[src/hw/rtl/wsc_pkg.sv]
// Shared constants, codes and the front-to-back token type of the section checker.
`timescale 1ns / 1ps
`default_nettype none

package wsc_pkg;

    localparam int unsigned LENGTH_WIDTH_DEF   = 32;
    localparam int unsigned MAX_SIZE_BYTES_DEF = 5;

    // Header is magic (4 bytes) plus version (4 bytes)
    localparam int unsigned HDR_BYTES = 8;

    localparam logic [7:0] MAGIC_B0      = 8'h00;
    localparam logic [7:0] MAGIC_B1      = 8'h61;
    localparam logic [7:0] MAGIC_WASM_B2 = 8'h73;
    localparam logic [7:0] MAGIC_WASM_B3 = 8'h6D;
    localparam logic [7:0] MAGIC_AOT_B2  = 8'h6F;
    localparam logic [7:0] MAGIC_AOT_B3  = 8'h74;
    localparam logic [31:0] WASM_VERSION = 32'd1;

    localparam logic [7:0] CUSTOM_SECTION_ID = 8'h00;

    // Byte offsets within the header
    localparam logic [2:0] HDR_MAGIC0 = 3'd0;
    localparam logic [2:0] HDR_MAGIC1 = 3'd1;
    localparam logic [2:0] HDR_MAGIC2 = 3'd2;
    localparam logic [2:0] HDR_MAGIC3 = 3'd3;
    localparam logic [2:0] HDR_VER0   = 3'd4;
    localparam logic [2:0] HDR_VER1   = 3'd5;
    localparam logic [2:0] HDR_VER2   = 3'd6;
    localparam logic [2:0] HDR_VER3   = 3'd7;

    // Configuration register index (word address bit)
    localparam logic CFG_IMAGE_LENGTH = 1'b0;
    localparam logic [31:0] IMAGE_LENGTH_RESET = 32'd8;

    typedef enum logic [2:0] {
        ST_PASS    = 3'd0,
        ST_SHORT   = 3'd1,
        ST_MAGIC   = 3'd2,
        ST_VERSION = 3'd3,
        ST_TRUNC   = 3'd4
    } status_t;

    // Bytes left after the current one, capped at 2^32 (sizes never exceed 2^32-1)
    localparam int unsigned REM_WIDTH = 33;
    localparam logic [REM_WIDTH-1:0] REM_CAP = 33'h1_0000_0000;

    typedef struct packed {
        logic [7:0]           data;
        logic [2:0]           hdr_pos;
        logic                 last;
        logic                 short_len;
        logic [REM_WIDTH-1:0] rem;
    } wsc_token_t;

endpackage

`default_nettype wire

[src/hw/rtl/wsc_if.sv]
// Valid/ready channel interfaces for image bytes and verdicts.
`timescale 1ns / 1ps
`default_nettype none


interface wsc_result_if;
    logic        valid;
    logic        ready;
    logic [2:0]  status;
    logic        image_kind;
    logic [31:0] complete_sections;
    logic        order_warning;
    logic [31:0] detail;

    modport source (output valid, output status, output image_kind, output complete_sections,
                    output order_warning, output detail, input ready);
    modport sink   (input valid, input status, input image_kind, input complete_sections,
                    input order_warning, input detail, output ready);
endinterface

`default_nettype wire

[src/hw/rtl/wsc_back.sv]
// Parser: checks the header, walks sections and holds the verdict in an output register.
`timescale 1ns / 1ps
`default_nettype none

module wsc_back
    import wsc_pkg::*;
#(
    parameter int unsigned MAX_SIZE_BYTES = MAX_SIZE_BYTES_DEF
)
(
    input  wire logic       clk,
    input  wire logic       rst_n,
    input  wire wsc_token_t tok,
    input  wire logic       tok_valid,
    output logic            tok_ready,
    wsc_result_if.source    verdict
);

    localparam int unsigned CNT_W = $clog2(MAX_SIZE_BYTES + 1);

    typedef enum logic [5:0] {
        PH_HEADER  = 6'b000001,
        PH_ID      = 6'b000010,
        PH_SIZE    = 6'b000100,
        PH_PAYLOAD = 6'b001000,
        PH_BODY    = 6'b010000,
        PH_SKIP    = 6'b100000
    } phase_t;

    phase_t      phase_reg, phase_next;
    logic [23:0] hword_reg, hword_next;
    logic [31:0] acc_reg, acc_next;
    logic [CNT_W-1:0] cnt_reg, cnt_next;
    logic [31:0] left_reg, left_next;
    logic [7:0]  cur_id_reg, cur_id_next;
    logic [7:0]  prev_id_reg, prev_id_next;
    logic [31:0] sections_reg, sections_next;
    logic        warn_reg, warn_next;
    logic        aot_reg, aot_next;

    logic        out_valid_reg, out_valid_next;
    status_t     out_status_reg;
    logic        out_kind_reg;
    logic [31:0] out_count_reg;
    logic        out_warn_reg;
    logic [31:0] out_detail_reg;

    logic        tok_pop;
    logic        emit;
    status_t     res_status;
    logic        res_kind;
    logic [31:0] res_count;
    logic        res_warn;
    logic [31:0] res_detail;

    logic [5:0]       shamt;
    logic [63:0]      piece;
    logic [31:0]      acc_new;
    logic [CNT_W-1:0] cnt_new;
    logic [31:0]      version;
    logic [31:0]      left_dec;

    assign tok_ready = !out_valid_reg || verdict.ready;
    assign tok_pop   = tok_valid && tok_ready;

    // LEB128 group placement; groups above bit 31 drop out
    assign shamt    = 6'(cnt_reg) * 6'd7;
    assign piece    = 64'(tok.data[6:0]) << shamt;
    assign acc_new  = acc_reg | piece[31:0];
    assign cnt_new  = cnt_reg + CNT_W'(1);
    assign version  = {tok.data, hword_reg};
    assign left_dec = left_reg - 32'd1;

    always_comb
    begin
        phase_next    = phase_reg;
        hword_next    = hword_reg;
        acc_next      = acc_reg;
        cnt_next      = cnt_reg;
        left_next     = left_reg;
        cur_id_next   = cur_id_reg;
        prev_id_next  = prev_id_reg;
        sections_next = sections_reg;
        warn_next     = warn_reg;
        aot_next      = aot_reg;
        emit          = 1'b0;
        res_status    = ST_PASS;
        res_kind      = 1'b0;
        res_count     = '0;
        res_warn      = 1'b0;
        res_detail    = '0;

        if (tok_pop)
        begin
            unique case (phase_reg)
                PH_HEADER:
                begin
                    if (tok.short_len)
                    begin
                        emit       = 1'b1;
                        res_status = ST_SHORT;
                    end
                    else
                    begin
                        unique case (tok.hdr_pos)
                            HDR_MAGIC0:
                            begin
                                if (tok.data != MAGIC_B0)
                                begin
                                    emit       = 1'b1;
                                    res_status = ST_MAGIC;
                                end
                            end
                            HDR_MAGIC1:
                            begin
                                if (tok.data != MAGIC_B1)
                                begin
                                    emit       = 1'b1;
                                    res_status = ST_MAGIC;
                                end
                            end
                            HDR_MAGIC2:
                            begin
                                if (tok.data == MAGIC_WASM_B2)
                                begin
                                    aot_next = 1'b0;
                                end
                                else if (tok.data == MAGIC_AOT_B2)
                                begin
                                    aot_next = 1'b1;
                                end
                                else
                                begin
                                    emit       = 1'b1;
                                    res_status = ST_MAGIC;
                                end
                            end
                            HDR_MAGIC3:
                            begin
                                if (tok.data != (aot_reg ? MAGIC_AOT_B3 : MAGIC_WASM_B3))
                                begin
                                    emit       = 1'b1;
                                    res_status = ST_MAGIC;
                                end
                            end
                            HDR_VER0: hword_next[7:0]   = tok.data;
                            HDR_VER1: hword_next[15:8]  = tok.data;
                            HDR_VER2: hword_next[23:16] = tok.data;
                            HDR_VER3:
                            begin
                                if (aot_reg)
                                begin
                                    phase_next = PH_BODY;
                                end
                                else if (version != WASM_VERSION)
                                begin
                                    emit       = 1'b1;
                                    res_status = ST_VERSION;
                                    res_detail = version;
                                end
                                else
                                begin
                                    phase_next = PH_ID;
                                end
                            end
                            default: ;
                        endcase
                    end
                end
                PH_ID:
                begin
                    cur_id_next = tok.data;
                    if (tok.data != CUSTOM_SECTION_ID && tok.data <= prev_id_reg
                        && sections_reg != '0)
                    begin
                        warn_next = 1'b1;
                    end
                    if (tok.data != CUSTOM_SECTION_ID)
                    begin
                        prev_id_next = tok.data;
                    end
                    acc_next = '0;
                    cnt_next = '0;
                    // image ending right after an id closes a zero-size section
                    if (tok.last)
                    begin
                        sections_next = sections_reg + 32'd1;
                    end
                    else
                    begin
                        phase_next = PH_SIZE;
                    end
                end
                PH_SIZE:
                begin
                    acc_next = acc_new;
                    cnt_next = cnt_new;
                    if (!tok.data[7] || cnt_new >= CNT_W'(MAX_SIZE_BYTES) || tok.last)
                    begin
                        if ({1'b0, acc_new} > tok.rem)
                        begin
                            emit       = 1'b1;
                            res_status = ST_TRUNC;
                            res_count  = sections_reg;
                            res_warn   = warn_reg;
                            res_detail = 32'(cur_id_reg);
                        end
                        else if (acc_new == '0)
                        begin
                            sections_next = sections_reg + 32'd1;
                            phase_next    = PH_ID;
                        end
                        else
                        begin
                            left_next  = acc_new;
                            phase_next = PH_PAYLOAD;
                        end
                    end
                end
                PH_PAYLOAD:
                begin
                    if (left_reg != '0)
                    begin
                        left_next = left_dec;
                    end
                    if (left_reg == '0 || left_dec == '0)
                    begin
                        sections_next = sections_reg + 32'd1;
                        phase_next    = PH_ID;
                    end
                end
                PH_BODY, PH_SKIP: ;
                default: ;
            endcase

            // drop the rest of the image after an error
            if (emit)
            begin
                phase_next = PH_SKIP;
            end

            if (tok.last)
            begin
                if (!emit && phase_next != PH_SKIP)
                begin
                    emit       = 1'b1;
                    res_status = ST_PASS;
                    res_kind   = aot_next;
                    res_count  = aot_next ? '0 : sections_next;
                    res_warn   = aot_next ? 1'b0 : warn_next;
                end
                phase_next    = PH_HEADER;
                hword_next    = '0;
                acc_next      = '0;
                cnt_next      = '0;
                left_next     = '0;
                cur_id_next   = '0;
                prev_id_next  = '0;
                sections_next = '0;
                warn_next     = 1'b0;
                aot_next      = 1'b0;
            end
        end
    end

    always_comb
    begin
        out_valid_next = out_valid_reg;
        if (tok_pop && emit)
        begin
            out_valid_next = 1'b1;
        end
        else if (verdict.ready)
        begin
            out_valid_next = 1'b0;
        end
    end

    always_ff @(posedge clk or negedge rst_n)
    begin
        if (!rst_n)
        begin
            phase_reg     <= PH_HEADER;
            hword_reg     <= '0;
            acc_reg       <= '0;
            cnt_reg       <= '0;
            left_reg      <= '0;
            cur_id_reg    <= '0;
            prev_id_reg   <= '0;
            sections_reg  <= '0;
            warn_reg      <= 1'b0;
            aot_reg       <= 1'b0;
            out_valid_reg <= 1'b0;
        end
        else
        begin
            phase_reg     <= phase_next;
            hword_reg     <= hword_next;
            acc_reg       <= acc_next;
            cnt_reg       <= cnt_next;
            left_reg      <= left_next;
            cur_id_reg    <= cur_id_next;
            prev_id_reg   <= prev_id_next;
            sections_reg  <= sections_next;
            warn_reg      <= warn_next;
            aot_reg       <= aot_next;
            out_valid_reg <= out_valid_next;
        end
    end

    always_ff @(posedge clk)
    begin
        if (tok_pop && emit)
        begin
            out_status_reg <= res_status;
            out_kind_reg   <= res_kind;
            out_count_reg  <= res_count;
            out_warn_reg   <= res_warn;
            out_detail_reg <= res_detail;
        end
    end

    assign verdict.valid             = out_valid_reg;
    assign verdict.status            = out_status_reg;
    assign verdict.image_kind        = out_kind_reg;
    assign verdict.complete_sections = out_count_reg;
    assign verdict.order_warning     = out_warn_reg;
    assign verdict.detail            = out_detail_reg;

endmodule

`default_nettype wire
[src/flat_wrapper.sv]
// flat-port wrapper written by rule: the top's interface ports become plain ports
module wsc_back_flat import wsc_pkg::*;
#(
    parameter int unsigned MAX_SIZE_BYTES = MAX_SIZE_BYTES_DEF
)
  (clk, rst_n, tok, tok_valid, tok_ready, verdict_valid, verdict_status, verdict_image_kind, verdict_complete_sections, verdict_order_warning, verdict_detail, verdict_ready);
  wsc_result_if verdict_i ();
  input  wire logic clk;
  input  wire logic rst_n;
  input  wire wsc_token_t tok;
  input  wire logic tok_valid;
  output logic tok_ready;
  output wire logic [$bits(verdict_i.valid)-1:0] verdict_valid;
  output wire logic [$bits(verdict_i.status)-1:0] verdict_status;
  output wire logic [$bits(verdict_i.image_kind)-1:0] verdict_image_kind;
  output wire logic [$bits(verdict_i.complete_sections)-1:0] verdict_complete_sections;
  output wire logic [$bits(verdict_i.order_warning)-1:0] verdict_order_warning;
  output wire logic [$bits(verdict_i.detail)-1:0] verdict_detail;
  input wire logic [$bits(verdict_i.ready)-1:0] verdict_ready;
  assign verdict_valid = verdict_i.valid;
  assign verdict_status = verdict_i.status;
  assign verdict_image_kind = verdict_i.image_kind;
  assign verdict_complete_sections = verdict_i.complete_sections;
  assign verdict_order_warning = verdict_i.order_warning;
  assign verdict_detail = verdict_i.detail;
  assign verdict_i.ready = verdict_ready;
  wsc_back #(.MAX_SIZE_BYTES(MAX_SIZE_BYTES)) u_core (.clk(clk), .rst_n(rst_n), .tok(tok), .tok_valid(tok_valid), .tok_ready(tok_ready), .verdict(verdict_i));
endmodule
[config.mk]
export PLATFORM = sky130hd
export DESIGN_NAME = wsc_back_flat
export DESIGN_NICKNAME = d
export VERILOG_FILES = /design/src/hw/rtl/wsc_pkg.sv /design/src/hw/rtl/wsc_if.sv /design/src/hw/rtl/wsc_back.sv /design/src/flat_wrapper.sv
export SDC_FILE = /design/constraint.sdc
export NUM_CORES = 1
export LEC_CHECK = 0
export BUFFER_PORTS_ARGS = -buffer_cell sky130_fd_sc_hd__buf_2
export CORE_MARGIN = 2
export CORE_UTILIZATION = 31
export CTS_CLUSTER_SIZE = 40
export DETAILED_ROUTE_END_ITERATION = 12
export SLEW_MARGIN = 20
export SYNTH_ARGS = -nofsm -noshare
export SYNTH_HDL_FRONTEND = slang
export SYNTH_SLANG_ARGS = --single-unit
[constraint.sdc]
create_clock -name clk -period 14.3 [get_ports clk]
set_input_delay 1.43 -clock clk [delete_from_list [all_inputs] [get_ports clk]]
set_output_delay 1.43 -clock clk [all_outputs]
set_load 0.1 [all_outputs]
; ---- After elaboration in Yosys (flattened, before gate mapping)
; Index checks and enable logic that the tools add are counted.
[classes]
n_eq_ne = 22
magnitude_cmp = 3
bitwise = 1
n_addsub = 3
n_shift = 1
n_mul = 1
reduce_logical = 36
n_mux = 103
[op_table]
columns = cell, n
row1 = two-way mux 32 bit, 23
row2 = one-hot mux 32 bit (2 select lines), 3
row3 = logical NOT 32 bit, 3
row4 = one-hot mux 32 bit (3 select lines), 1
row5 = two-way mux 24 bit, 3
row6 = two-way mux 8 bit, 9
row7 = two-way mux 6 bit, 11
row8 = nonzero test 32 bit, 2
row9 = > comparator 32 x 33 -> 1 bit, 1
row10 = adder 32 x 1 -> 32 bit (second input constant), 1
row11 = two-way mux 1 bit, 32
row12 = != test 32 x 1 -> 1 bit (second input constant), 1
row13 = bitwise OR 32 bit, 1
row14 = left shift 7 x 6 -> 32 bit, 1
row15 = subtractor 32 x 1 -> 32 bit (second input constant), 1
row16 = two-way mux 3 bit, 8
row17 = one-hot mux 6 bit (4 select lines), 1
row18 = == test 8 x 7 -> 1 bit (second input constant), 2
row19 = one-hot mux 3 bit (5 select lines), 1
row20 = nonzero test 2 bit, 7
row21 = == test 3 bit (second input constant), 4
row22 = one-hot mux 3 bit (2 select lines), 2
row23 = AND reduction 4 bit, 3
row24 = two-way mux 2 bit, 5
row25 = other kinds (29), 44
[word_totals]
reg_bits = 217
wordCells = 188
in_bits = 50
output_inout_bits = 71

; ---- Depth between registers and ports, before layout
; Gate-level depths: netlist of run 1.
[depth]
ltp_word = 17
mapped_depth = 17
mapped_depth_nobuf = 14

; ---- Worst setup path before layout of run 1
; OpenSTA, ideal clock, no wires.
[synth_path]
path_kind = input to register
startpoint = in tok[43] (netlist bit)
endpoint = reg u_core.out_count_reg[0], in the netlist u_core.verdict.complete_sections[0] (enable)
t_arrival_ps = 7200
cell_stages = 14
required_ps = 13804
setup_ps = 496
n_path_buf = 1
slack_ps = 6604
path_cell_list = and4b_1 > or2_2 > ha_1 > nand4_1 > nor4_1 > nand2b_1 > a2bb2oi_1 > a21boi_0 > o21ai_0 > a211oi_1 > a211o_2 > buf_4 > a21oi_1 > nor2_1
[synth_between]
elab_chain_cells = 15
elab_cells_between_ends = 40
cone_classes = order compare (1) / eq/ne (6) / shift (1) / mux (26) / bitwise (1) / reduce/logical (5)
[synth_lines]
columns = element, line_no
row1 = start: declaration, flat_wrapper.sv:10  ; input wire wsc_token_t tok;
row2 = "left shift 7 x 6 -> 32 bit, or another cell as far along", wsc_back.sv:68  ; assign piece = 64'(tok.data[6:0]) << shamt;
row3 = "bitwise OR 32 bit, or another cell as far along", wsc_back.sv:69  ; assign acc_new = acc_reg | piece[31:0];
row4 = "> comparator 32 x 33 -> 1 bit, or another cell as far along", wsc_back.sv:200  ; if ({1'b0, acc_new} > tok.rem)
row5 = "two-way mux 1 bit, or another cell as far along", wsc_back.sv:200
row6 = "two-way mux 1 bit, or another cell as far along", wsc_back.sv:198  ; if (!tok.data[7] || cnt_new >= CNT_W'(MAX_SIZE_BYTES) || tok.last)
row7 = one-hot mux 1 bit (2 select lines) or two-way mux 6 bit (tied branches), "wsc_back.sv:95, wsc_back.sv:198"
row8 = two-way mux 1 bit or one-hot mux 6 bit (4 select lines) (tied branches), "wsc_back.sv:93, wsc_back.sv:95"
row9 = two-way mux 6 bit, wsc_back.sv:237  ; if (emit)
row10 = two-way mux 6 bit, wsc_back.sv:93  ; if (tok_pop)
row11 = != test 6 bit, wsc_back.sv:244  ; if (!emit && phase_next != PH_SKIP)
row12 = logical AND 1 bit, wsc_back.sv:244
row13 = two-way mux 1 bit, wsc_back.sv:244
row14 = two-way mux 1 bit *, wsc_back.sv:242  ; if (tok.last)
row15 = two-way mux 1 bit *, wsc_back.sv:93
row16 = logical AND 1 bit *, wsc_back.sv:313  ; if (tok_pop && emit)
row17 = end signal: assignment, wsc_back.sv:317  ; out_count_reg <= res_count;
row18 = end: declaration, wsc_back.sv:44  ; logic [31:0] out_count_reg;
; Mark *: on every way between the ends. The rest lies on a longest branch, timed or not. The select of a mux whose other input is x is not followed.
; A chain may end at the register's enable or synchronous reset.

; ---- Worst setup path in the final report of run 1
[layout_path]
startpoint = in tok[44] (netlist bit)
endpoint = reg u_core.out_detail_reg[13], in the netlist u_core.verdict.detail[13] (enable)
[layout_between]
elab_chain_cells = 15
elab_cells_between_ends = 40
cone_classes = order compare (1) / eq/ne (6) / shift (1) / mux (26) / bitwise (1) / reduce/logical (5)
[layout_lines]
columns = element, line_no
row1 = "left shift 7 x 6 -> 32 bit, or another cell as far along", wsc_back.sv:68
row2 = "bitwise OR 32 bit, or another cell as far along", wsc_back.sv:69
row3 = "> comparator 32 x 33 -> 1 bit, or another cell as far along", wsc_back.sv:200
row4 = "two-way mux 1 bit, or another cell as far along", wsc_back.sv:200
row5 = "two-way mux 1 bit, or another cell as far along", wsc_back.sv:198
row6 = one-hot mux 1 bit (2 select lines) or two-way mux 6 bit (tied branches), "wsc_back.sv:95, wsc_back.sv:198"
row7 = two-way mux 1 bit or one-hot mux 6 bit (4 select lines) (tied branches), "wsc_back.sv:93, wsc_back.sv:95"
row8 = two-way mux 6 bit, wsc_back.sv:237
row9 = two-way mux 6 bit, wsc_back.sv:93
row10 = != test 6 bit, wsc_back.sv:244
row11 = logical AND 1 bit, wsc_back.sv:244
row12 = two-way mux 1 bit, wsc_back.sv:244
row13 = two-way mux 1 bit *, wsc_back.sv:242
row14 = two-way mux 1 bit *, wsc_back.sv:93
row15 = logical AND 1 bit *, wsc_back.sv:313
row16 = end signal: assignment, wsc_back.sv:319  ; out_detail_reg <= res_detail;
row17 = end: declaration, wsc_back.sv:46  ; logic [31:0] out_detail_reg;
; Marked as above.

==> impl_metrics.json, run 1 <==
{
  "drive_above_1_share_pct": 14.9,
  "hold_depth": 2,
  "cp-startpoint": "tok[44]",
  "fill_cells": 4415,
  "num_vias": 12354,
  "std_cell_rows": 76,
  "r2r_slack_ps": 7580,
  "r2r-start": "u_core.cnt_reg[2]",
  "cts_hold_buf": 0,
  "htreeDepth": 1,
  "hold_path_class": "reg2reg",
  "cp_data_arrival_time_ps": 7180,
  "worst_clock_skew_ps": 18.9,
  "synth_nets": 1615,
  "crit_path_top_delay_cell": "a211o_2",
  "numCtsBuffers": 26,
  "clock-root-buffer": "clkbuf_16",
  "drv_slew": 0,
  "first_iter_violations": 1316,
  "rsz0062_at_grt": "false",
  "setup_viol": 0,
  "rr_worst_depth": 15,
  "fmax_mhz": 143,
  "routed_wirelength_um": 43700,
  "cts.reportedPaths.clkPinSlew_ps": 50,
  "antenna_found_initial": 1,
  "yosysSeqAreaShare_pct": 42.8,
  "crit_top_cell": "a21oi_1",
  "syn_area_um2": 13500,
  "overflow": 0,
  "hold_start": "u_core.acc_reg[6]",
  "grt_pass1_wl_um": 67900,
  "rr_endpoint": "u_core.verdict.detail[13]",
  "worst_setup_path_end_kind": "register",
  "synth_cell_types": 79,
  "clkSinkCount": 217,
  "fin_crit_ps": 6990,
  "synthCells": 1519,
  "first_pass_iters": 6,
  "initial_core_util_pct": 31.4,
  "power_density_nw_per_um2": 159,
  "crit_type": "in2reg",
  "yosysWarningCount": 0,
  "worst_slew_pin_slew_ps": 1070,
  "core_um2": 43000,
  "grt_start_max_net_pins": 88,
  "post_drt_via_cell_ratio": 5.69,
  "synth_area_per_cell_um2": 8.88,
  "yosys.area.top_type_share_pct": 27.3,
  "synth_edf_count": 69,
  "multi_input_area_um2": 6960,
  "ys_seq_elements": 217,
  "critPathLaunchType": "input port",
  "clk_latency_ps": 560,
  "fin_tns_setup_ps": 0,
  "drc": 0,
  "die_area_um2": 45200,
  "gp_congestion": 0.897,
  "synth_common_cells": "dfrtp_1 (147), o21ai_0 (134), nand2_1 (129)",
  "hold_viol_final": 0,
  "seq_area_um2": 5780,
  "cts_setup_buffers": 0,
  "worstPathRequired_ps": 14480,
  "max_slew_margin_pct": 27.9,
  "fin_util_pct": 36.0,
  "cts_tree": "yes",
  "synth_top_flop_cell": "dfrtp_1",
  "area_growth_pct": 14.6,
  "fp.dieH_um": 213,
  "leakage_nw": 6.66,
  "whs_endpoint": "u_core.acc_reg[6]",
  "cp_max_fo": 56,
  "synth_most_common_cell": "dfrtp_1",
  "clockBufferDepth": 3,
  "diodes": 0,
  "antenna_left": 0,
  "drt-wirelength-per-cell_um": 20.1,
  "ys_async_sr_fraction_pct": 68.2,
  "period_share_pct": 48.9,
  "portBuffers": 120,
  "grt_pass1_vias": 11639,
  "critPathMaxStageDelay_ps": 770,
  "cts_resized": 0,
  "yosysTopAreaCell": "dfrtp_1",
  "synth_area_leaders": "dfrtp_1 (27%), edfxtp_1 (15%), o21ai_0 (5.0%)",
  "worstPathCellList": "buf_2 -> nor2b_1 -> a21oi_1 -> inv_1 -> ha_1 -> nand4_1 -> nor4_1 -> nand2b_1 -> a2bb2oi_1 -> a21boi_0 -> o21ai_0 -> a211oi_1 -> a211o_2 -> a21oi_1 -> nor2_4 -> buf_4",
  "hpwl_um": 30800,
  "io_pins": 121,
  "die_w_um": 213,
  "nNetsFinal": 1664,
  "peakVddDrop_mv": 0.0854,
  "maxCapViolCount": 0,
  "outcome": "finished, final reports clean",
  "grt_usage_pct": 19.2
}
## cell usage in the layout (no fill, tap or decap), types with 8 or more instances in the layout
cell / synthesis / final
a22oi_1: 13 / 13
o22ai_1: 10 / 10
buf_4: 4 / 13
a21o_1: 8 / 8
nand3_1: 50 / 50
a22o_1: 8 / 8
inv_1: 91 / 91
ha_1: 46 / 46
and3_1: 17 / 17
nand3b_1: 8 / 8
clkbuf_16: 0 / 26
a21oi_1: 84 / 83
o31ai_1: 37 / 36
or3_1: 12 / 11
nor4_1: 33 / 32
and2_1: 35 / 35
mux2i_1: 24 / 24
o211ai_1: 15 / 15
dfrtp_1: 147 / 147
nand2b_1: 14 / 13
mux2_2: 27 / 27
buf_2: 11 / 119
nand4_1: 34 / 34
edfxtp_1: 69 / 69
nand2_1: 129 / 127
or4_1: 9 / 9
a41oi_1: 11 / 11
nor3_1: 29 / 26
a31oi_1: 40 / 40
clkbuf_1: 88 / 9
nor2_1: 120 / 118
nor2b_1: 20 / 20
o21ai_0: 134 / 134
## area by class of cell
class	count	area share, %
clock buffers	39	4.78
clock inverters	9	1.36
inverters	91	2.21
multi-input cells	1099	45.0
flip-flops and latches	217	37.4
well taps	585	4.73
repair buffers	133	4.56
## worst max path at each step
stage                                               end  slack (ps)  cells after the start
floorplan           u_core.verdict.complete_sections[0]        6600                     14
global placement              u_core.verdict.detail[24]        7110                     16
detailed placement            u_core.verdict.detail[24]        6880                     16
CTS                            u_core.verdict.status[0]        7430                     16
global route                  u_core.verdict.detail[26]        6850                     16
finish                        u_core.verdict.detail[13]        7310                     16
## per-layer routing
metal / share of wire (%) / vias to the layer above / global-route usage (%)
li1: - / 5715 / -
met1: 45 / 6029 / 27.2
met2: 44 / 519 / 29.4
met3: 6.9 / 89 / 2.92
met4: 3.4 / 2 / 7.19
met5: 0.030 / - / 0
## power by group
part,total [mW],switching (mW),internal [mW]
Combinational,0.878,0.690,0.189
Clock,0.743,0.278,0.465
Sequential,0.845,0.0832,0.761
## worst max-delay path, delay by kind of cell
kind	cells	cell delay, ps
compound gates	7	2890
fa+ha+maj	1	320
buf+inv	3	940
simple gates	5	1500
## stage by stage
step | instance area (um2) | std cells | setup WS [ps] | hold WS, ps | power [mW]
4_1_cts | 15500 | 2173 | 7430 | 479 | 2.48
3_3_place_gp | 14500 | 2125 | 7110 | 462 | 1.72
6_report | 15500 | 2173 | 7310 | 477 | 2.47
3_5_place_dp | 14500 | 2125 | 6880 | 467 | 1.73
5_1_grt | 15500 | 2173 | 6850 | 498 | 2.57
2_1_floorplan | 13500 | 1519 | 6600 | 449 | 1.54
## kinds of logic (layout without fill, tap and decap cells)
family | after synthesis | in the layout | synth area share, %
multiplexers | 51 | 51 | 4.03
XOR/XNOR | 6 | 6 | 0.389
flip-flops | 217 | 217 | 42.8
AND/OR/NAND/NOR | 563 | 563 | 22.1
AO/OA/AOI/OAI | 433 | 433 | 20.4
buffers and inverters | 203 | 272 | 6.06
adder cells (fa/ha/maj) | 46 | 46 | 4.27
Note: power is estimated with default switching activity, not from simulation.
==> inputs of run 2 (changes only) <==
ABC_AREA = 1   (was unset)
clock period = 7.1 ns   (was 14.3 ns; I/O delays follow)
==> impl_metrics.json, run 2 <==
{
  "power_density_nw_per_um2": 379,
  "final_common_cell": "nand2_1",
  "crit_path_top_delay_cell": "inv_2",
  "drc": 0,
  "outcome": "finished, final reports clean",
  "drv_slew": 0,
  "nNetsFinal": 2205,
  "synth_cell_types": 56,
  "p_sw_share_pct": 52.3,
  "critPathLaunchType": "register",
  "num_vias": 14355,
  "clockBufferDepth": 3,
  "setup_viol": 0,
  "synth_area_leaders": "dfrtp_1 (25%), edfxtp_1 (14%), nand2_1 (13%)",
  "synth_nets": 2128,
  "initial_core_util_pct": 31.5,
  "cts_tree": "yes",
  "fp.dieH_um": 222,
  "drt-wirelength-per-cell_um": 18.6,
  "fin_crit_ps": 5210,
  "grt_start_max_net_pins": 95,
  "cp_max_fo": 42,
  "io_pins": 121,
  "synthCells": 2032,
  "routed_wirelength_um": 50800,
  "synth_edf_count": 69,
  "cts.reportedPaths.clkPinSlew_ps": 60,
  "numCtsBuffers": 25,
  "yosysTopAreaCell": "dfrtp_1",
  "combPwrFrac_pct": 52.1,
  "yosysWarningCount": 0,
  "power.share.sequential_pct": 28.6,
  "worst_slew_pin_slew_ps": 1000,
  "use_met3_pct": 2.37,
  "synth_area_per_cell_um2": 7.26,
  "cts_resized": 0,
  "grt_pass1_wl_um": 79600,
  "syn_area_um2": 14700,
  "die_w_um": 222,
  "layout_common_cells": "nand2_1 (500), inv_1 (252), nor2_1 (196)",
  "pwr-share-clk_pct": 19.3,
  "peakVddDrop_mv": 0.169,
  "overflow": 0,
  "busiest_layer": "met2",
  "final_cells": 2735,
  "htreeDepth": 1,
  "clkSinkCount": 217,
  "ys_async_sr_fraction_pct": 68.2,
  "worst_clock_skew_ps": 20.3,
  "core_um2": 46800,
  "leakage_nw": 7.47,
  "use_met1_pct": 27.7,
  "grt_pass1_vias": 13989,
  "first_iter_violations": 1266,
  "fmax_mhz": 192,
  "antenna_found_initial": 0,
  "crit_type": "reg2reg",
  "yosys.area.top_type_share_pct": 24.9,
  "maxCapViolCount": 0,
  "synth_common_cells": "nand2_1 (500), inv_1 (254), nor2_1 (197)",
  "crit_family": "buffers and inverters",
  "first_pass_iters": 6,
  "met2_usage_pct": 32.9,
  "worstPathRequired_ps": 7330,
  "max_slew_margin_pct": 33.3,
  "cts_setup_buffers": 0,
  "yosysSeqAreaShare_pct": 39.2,
  "clk_latency_ps": 560,
  "critPathMaxStageDelay_ps": 760,
  "diodes": 0,
  "rsz0062_at_grt": "false",
  "worst_setup_path_end_kind": "register",
  "worstPathCellList": "inv_2 -> nand3_1 -> o21ai_0 -> ha_1 -> a21oi_1 -> nand2_1 -> a21oi_1 -> nand2_1 -> nor2_1 -> nand2_1 -> nand2_1 -> a21oi_1 -> nor2_2 -> nor2_2 -> nand2_1 -> a21oi_2 -> nand2_2 -> nand2_1 -> nand2_1 -> nand2_1 -> inv_2 -> buf_4",
  "placedCellCount": 2689,
  "antenna_left": 0,
  "p_int_mw": 2.99,
  "hold_path_class": "in2async",
  "clock-root-buffer": "clkbuf_16",
  "crit_top_cell": "nand2_1",
  "hold_viol_final": 0,
  "synth_most_common_cell": "nand2_1",
  "gp_congestion": 0.935,
  "period_share_pct": 73.3,
  "grt_usage_pct": 20.3,
  "power_switching_mw": 3.28,
  "hpwl_um": 37600,
  "cts_hold_buf": 0,
  "cp_data_arrival_time_ps": 5430,
  "std_cell_rows": 79,
  "post_drt_via_cell_ratio": 5.25,
  "area_growth_pct": 12.2,
  "cp.buffers_inverters": 3,
  "fin_tns_setup_ps": 0,
  "drive_above_1_share_pct": 12.1,
  "synth_top_flop_cell": "dfrtp_1",
  "portBuffers": 120,
  "die_area_um2": 49300,
  "ys_seq_elements": 217
}
-- run 2: cell type report --
class / instances / area, um2
sequential: 217 / 5780
inverter: 269 / 1010
tap: 607 / 759
fill: 4971 / 30200
multi-input combinational: 1462 / 7550
timing repair buffer: 134 / 712
clock buffer: 37 / 671
clock inverter: 9 / 66.3
-- run 2: cell families after synthesis --
family                     share of synthesized area, %
AOI/OAI and AO/OA                                  16.4
xor gates and xnor gates                           1.77
adders and majority gates                          3.90
buffers and inverters                              9.70
DFF                                                39.2
and+or+nand+nor                                    29.1
-- run 2: per-stage QoR --
step | total power [mW] | area (um2) | worst slack (ps) | hold WS [ps] | util, %
global route | 6.70 | 16500 | 1450 | 367 | 35.4
CTS | 6.29 | 16500 | 1950 | 318 | 35.4
detailed placement | 5.05 | 15800 | 1800 | 468 | 33.8
global placement | 5.02 | 15800 | 1920 | 470 | 33.8
floorplan | 4.32 | 14700 | 2390 | 414 | -
finish | 6.27 | 16500 | 1890 | 293 | 35.4
-- run 2: path summary, 6_finish.rpt --
path                                          from                                    to  slack [ps]  cells after the start
worst max-delay path             u_core.cnt_reg[0]  u_core.verdict.complete_sections[12]        1890                     22
worst min-delay path                         rst_n                   u_core.left_reg[18]         290                      1
worst max register to register   u_core.cnt_reg[0]  u_core.verdict.complete_sections[12]        1890                     22
worst min register to register  u_core.acc_reg[24]                    u_core.acc_reg[24]         480                      2
max in group asynchronous                    rst_n                  u_core.hword_reg[18]        5450                      2
min in group clk                u_core.acc_reg[24]                    u_core.acc_reg[24]         480                      2
-- run 2: worst register-to-register path, delay by kind of cell (launching register included) --
kind	cells	cell delay, ps
adder cells (fa/ha/maj)	1	390
AO/OA/AOI/OAI	5	1160
AND/OR/NAND/NOR	13	1270
buffers and inverters	3	1520
flip-flops	1	530
-- run 2: per-layer routing --
layer	vias up	part of all wire, %
met5	-	0
met1	6804	45
met3	113	6.4
met4	0	3.9
met2	541	45
li1	6897	-
-- run 2: power groups by stage --
stage	registers (mW)	logic, mW	clock network, mW
2_1_floorplan	2.46	1.86	0
3_3_place_gp	1.80	3.22	0
3_5_place_dp	1.81	3.24	0
4_1_cts	1.79	3.26	1.24
5_1_grt	1.83	3.58	1.29
6_report	1.79	3.27	1.21
==> inputs of run 3 (changes only) <==
clock period = 5.4 ns   (was 7.1 ns; I/O delays follow)
==> impl_metrics.json, run 3 (synthesis results as in run 2) <==
{
  "outcome": "finished, final reports clean",
  "first_iter_violations": 1127,
  "rr_endpoint": "u_core.verdict.detail[10]",
  "critPathMaxStageDelay_ps": 530,
  "drt-wirelength-per-cell_um": 18.2,
  "grt_pass1_vias": 13961,
  "multi_input_area_um2": 7550,
  "drive_above_1_share_pct": 12.7,
  "clock-root-buffer": "clkbuf_16",
  "area_growth_pct": 13.0,
  "fin_util_pct": 35.6,
  "cp_max_fo": 27,
  "crit_path_top_delay_cell": "o21ai_0",
  "layout_common_cells": "nand2_1 (500), inv_1 (252), nor2_1 (196)",
  "worst_setup_path_end_kind": "register",
  "worst_clock_skew_ps": 13.6,
  "grt_start_max_net_pins": 94,
  "htreeDepth": 1,
  "post_drt_via_cell_ratio": 5.27,
  "hold_path_class": "in2async",
  "peakVddDrop_mv": 0.228,
  "fill_cells": 4936,
  "io_pins": 121,
  "fin_crit_ps": 4630,
  "holdWs_ps": 128,
  "nNetsFinal": 2213,
  "gp_congestion": 0.951,
  "initial_core_util_pct": 31.5,
  "crit_type": "reg2reg",
  "antenna_left": 0,
  "seq_area_um2": 5780,
  "cts_tree": "yes",
  "hpwl_um": 37100,
  "std_cell_rows": 79,
  "crit_top_cell": "nand2_1",
  "cp.buffers_inverters": 3,
  "portBuffers": 120,
  "fmax_mhz": 216,
  "leakage_nw": 7.55,
  "maxCapViolCount": 0,
  "die_w_um": 222,
  "hold_viol_final": 0,
  "grt_usage_pct": 20.1,
  "num_vias": 14459,
  "pre_cts_slack_ps": 807,
  "final_area_um2": 16700,
  "first_pass_iters": 6,
  "r2r_slack_ps": 770,
  "overflow": 0,
  "finalPower_mw": 8.33,
  "max_slew_margin_pct": 35.3,
  "endpoint": "u_core.verdict.detail[10]",
  "routed_wirelength_um": 50000,
  "drv_slew": 0,
  "setup_viol": 0,
  "clkSinkCount": 217,
  "fp.dieH_um": 222,
  "period_share_pct": 85.7,
  "drc": 0,
  "diodes": 0,
  "final_cells": 2742,
  "rr_worst_depth": 22,
  "cts.reportedPaths.clkPinSlew_ps": 60,
  "worstSetupPathDepth": 22,
  "numCtsBuffers": 25,
  "crit_family": "simple AND/OR/NAND/NOR gates",
  "placed_area_um2": 15900,
  "core_um2": 46800,
  "worstPathRequired_ps": 5610,
  "cts_hold_buf": 0,
  "clockBufferDepth": 3,
  "cp-startpoint": "u_core.cnt_reg[0]",
  "grt_pass1_wl_um": 78900,
  "worst_slew_pin_slew_ps": 970,
  "die_area_um2": 49300,
  "clk_latency_ps": 550,
  "critPathLaunchType": "register",
  "fin_tns_setup_ps": 0,
  "worst_slack_ps": 775,
  "worstPathCellList": "inv_2 -> nand3_1 -> o21ai_0 -> ha_1 -> a21oi_1 -> nand2_1 -> a21oi_1 -> nand2_1 -> nor2_1 -> nand2_1 -> nand2_1 -> a21oi_1 -> nor2_2 -> nor2_2 -> nand2_1 -> a21oi_2 -> nand2_2 -> nand2_1 -> nand2_1 -> nand2_1 -> inv_2 -> buf_4",
  "final_common_cell": "nand2_1",
  "cts_setup_buffers": 0,
  "placedCellCount": 2697,
  "power_density_nw_per_um2": 500,
  "antenna_found_initial": 0,
  "cts_resized": 0,
  "rsz0062_at_grt": "false",
  "r2r-start": "u_core.cnt_reg[0]",
  "cp_data_arrival_time_ps": 4830
}
## run 3: worst min-delay path by stage
stage	endpoint	slack (ps)	depth (start not counted)
after floorplan	u_core.acc_reg[0]	240	0
after global placement	u_core.acc_reg[6]	470	2
after detailed placement	u_core.acc_reg[7]	470	2
after CTS	u_core.left_reg[9]	160	1
after global routing	u_core.left_reg[23]	200	1
final	u_core.left_reg[23]	130	1
## run 3: per-layer routing
metal	track usage [%]	routed length, um	vias to the layer above
met5	0	0	-
met2	32.6	22900	532
met3	3.09	3500	98
met1	27.0	21800	6909
li1	-	-	6920
met4	7.59	1740	0
## run 3: area by class of cell
cell class / count / share of cell area, %
Multi-Input combinational cell: 1462 / 45.3
Sequential cell: 217 / 34.7
Timing Repair Buffer: 142 / 4.71
Clock inverter: 16 / 0.803
Clock buffer: 29 / 3.90
Tap cell: 607 / 4.56
Inverter: 269 / 6.09
## run 3: report_power, final
group | internal [mW] | switching [mW]
clock network | 0.956 | 0.724
registers | 2.10 | 0.240
logic | 0.973 | 3.33
total | 4.03 | 4.29
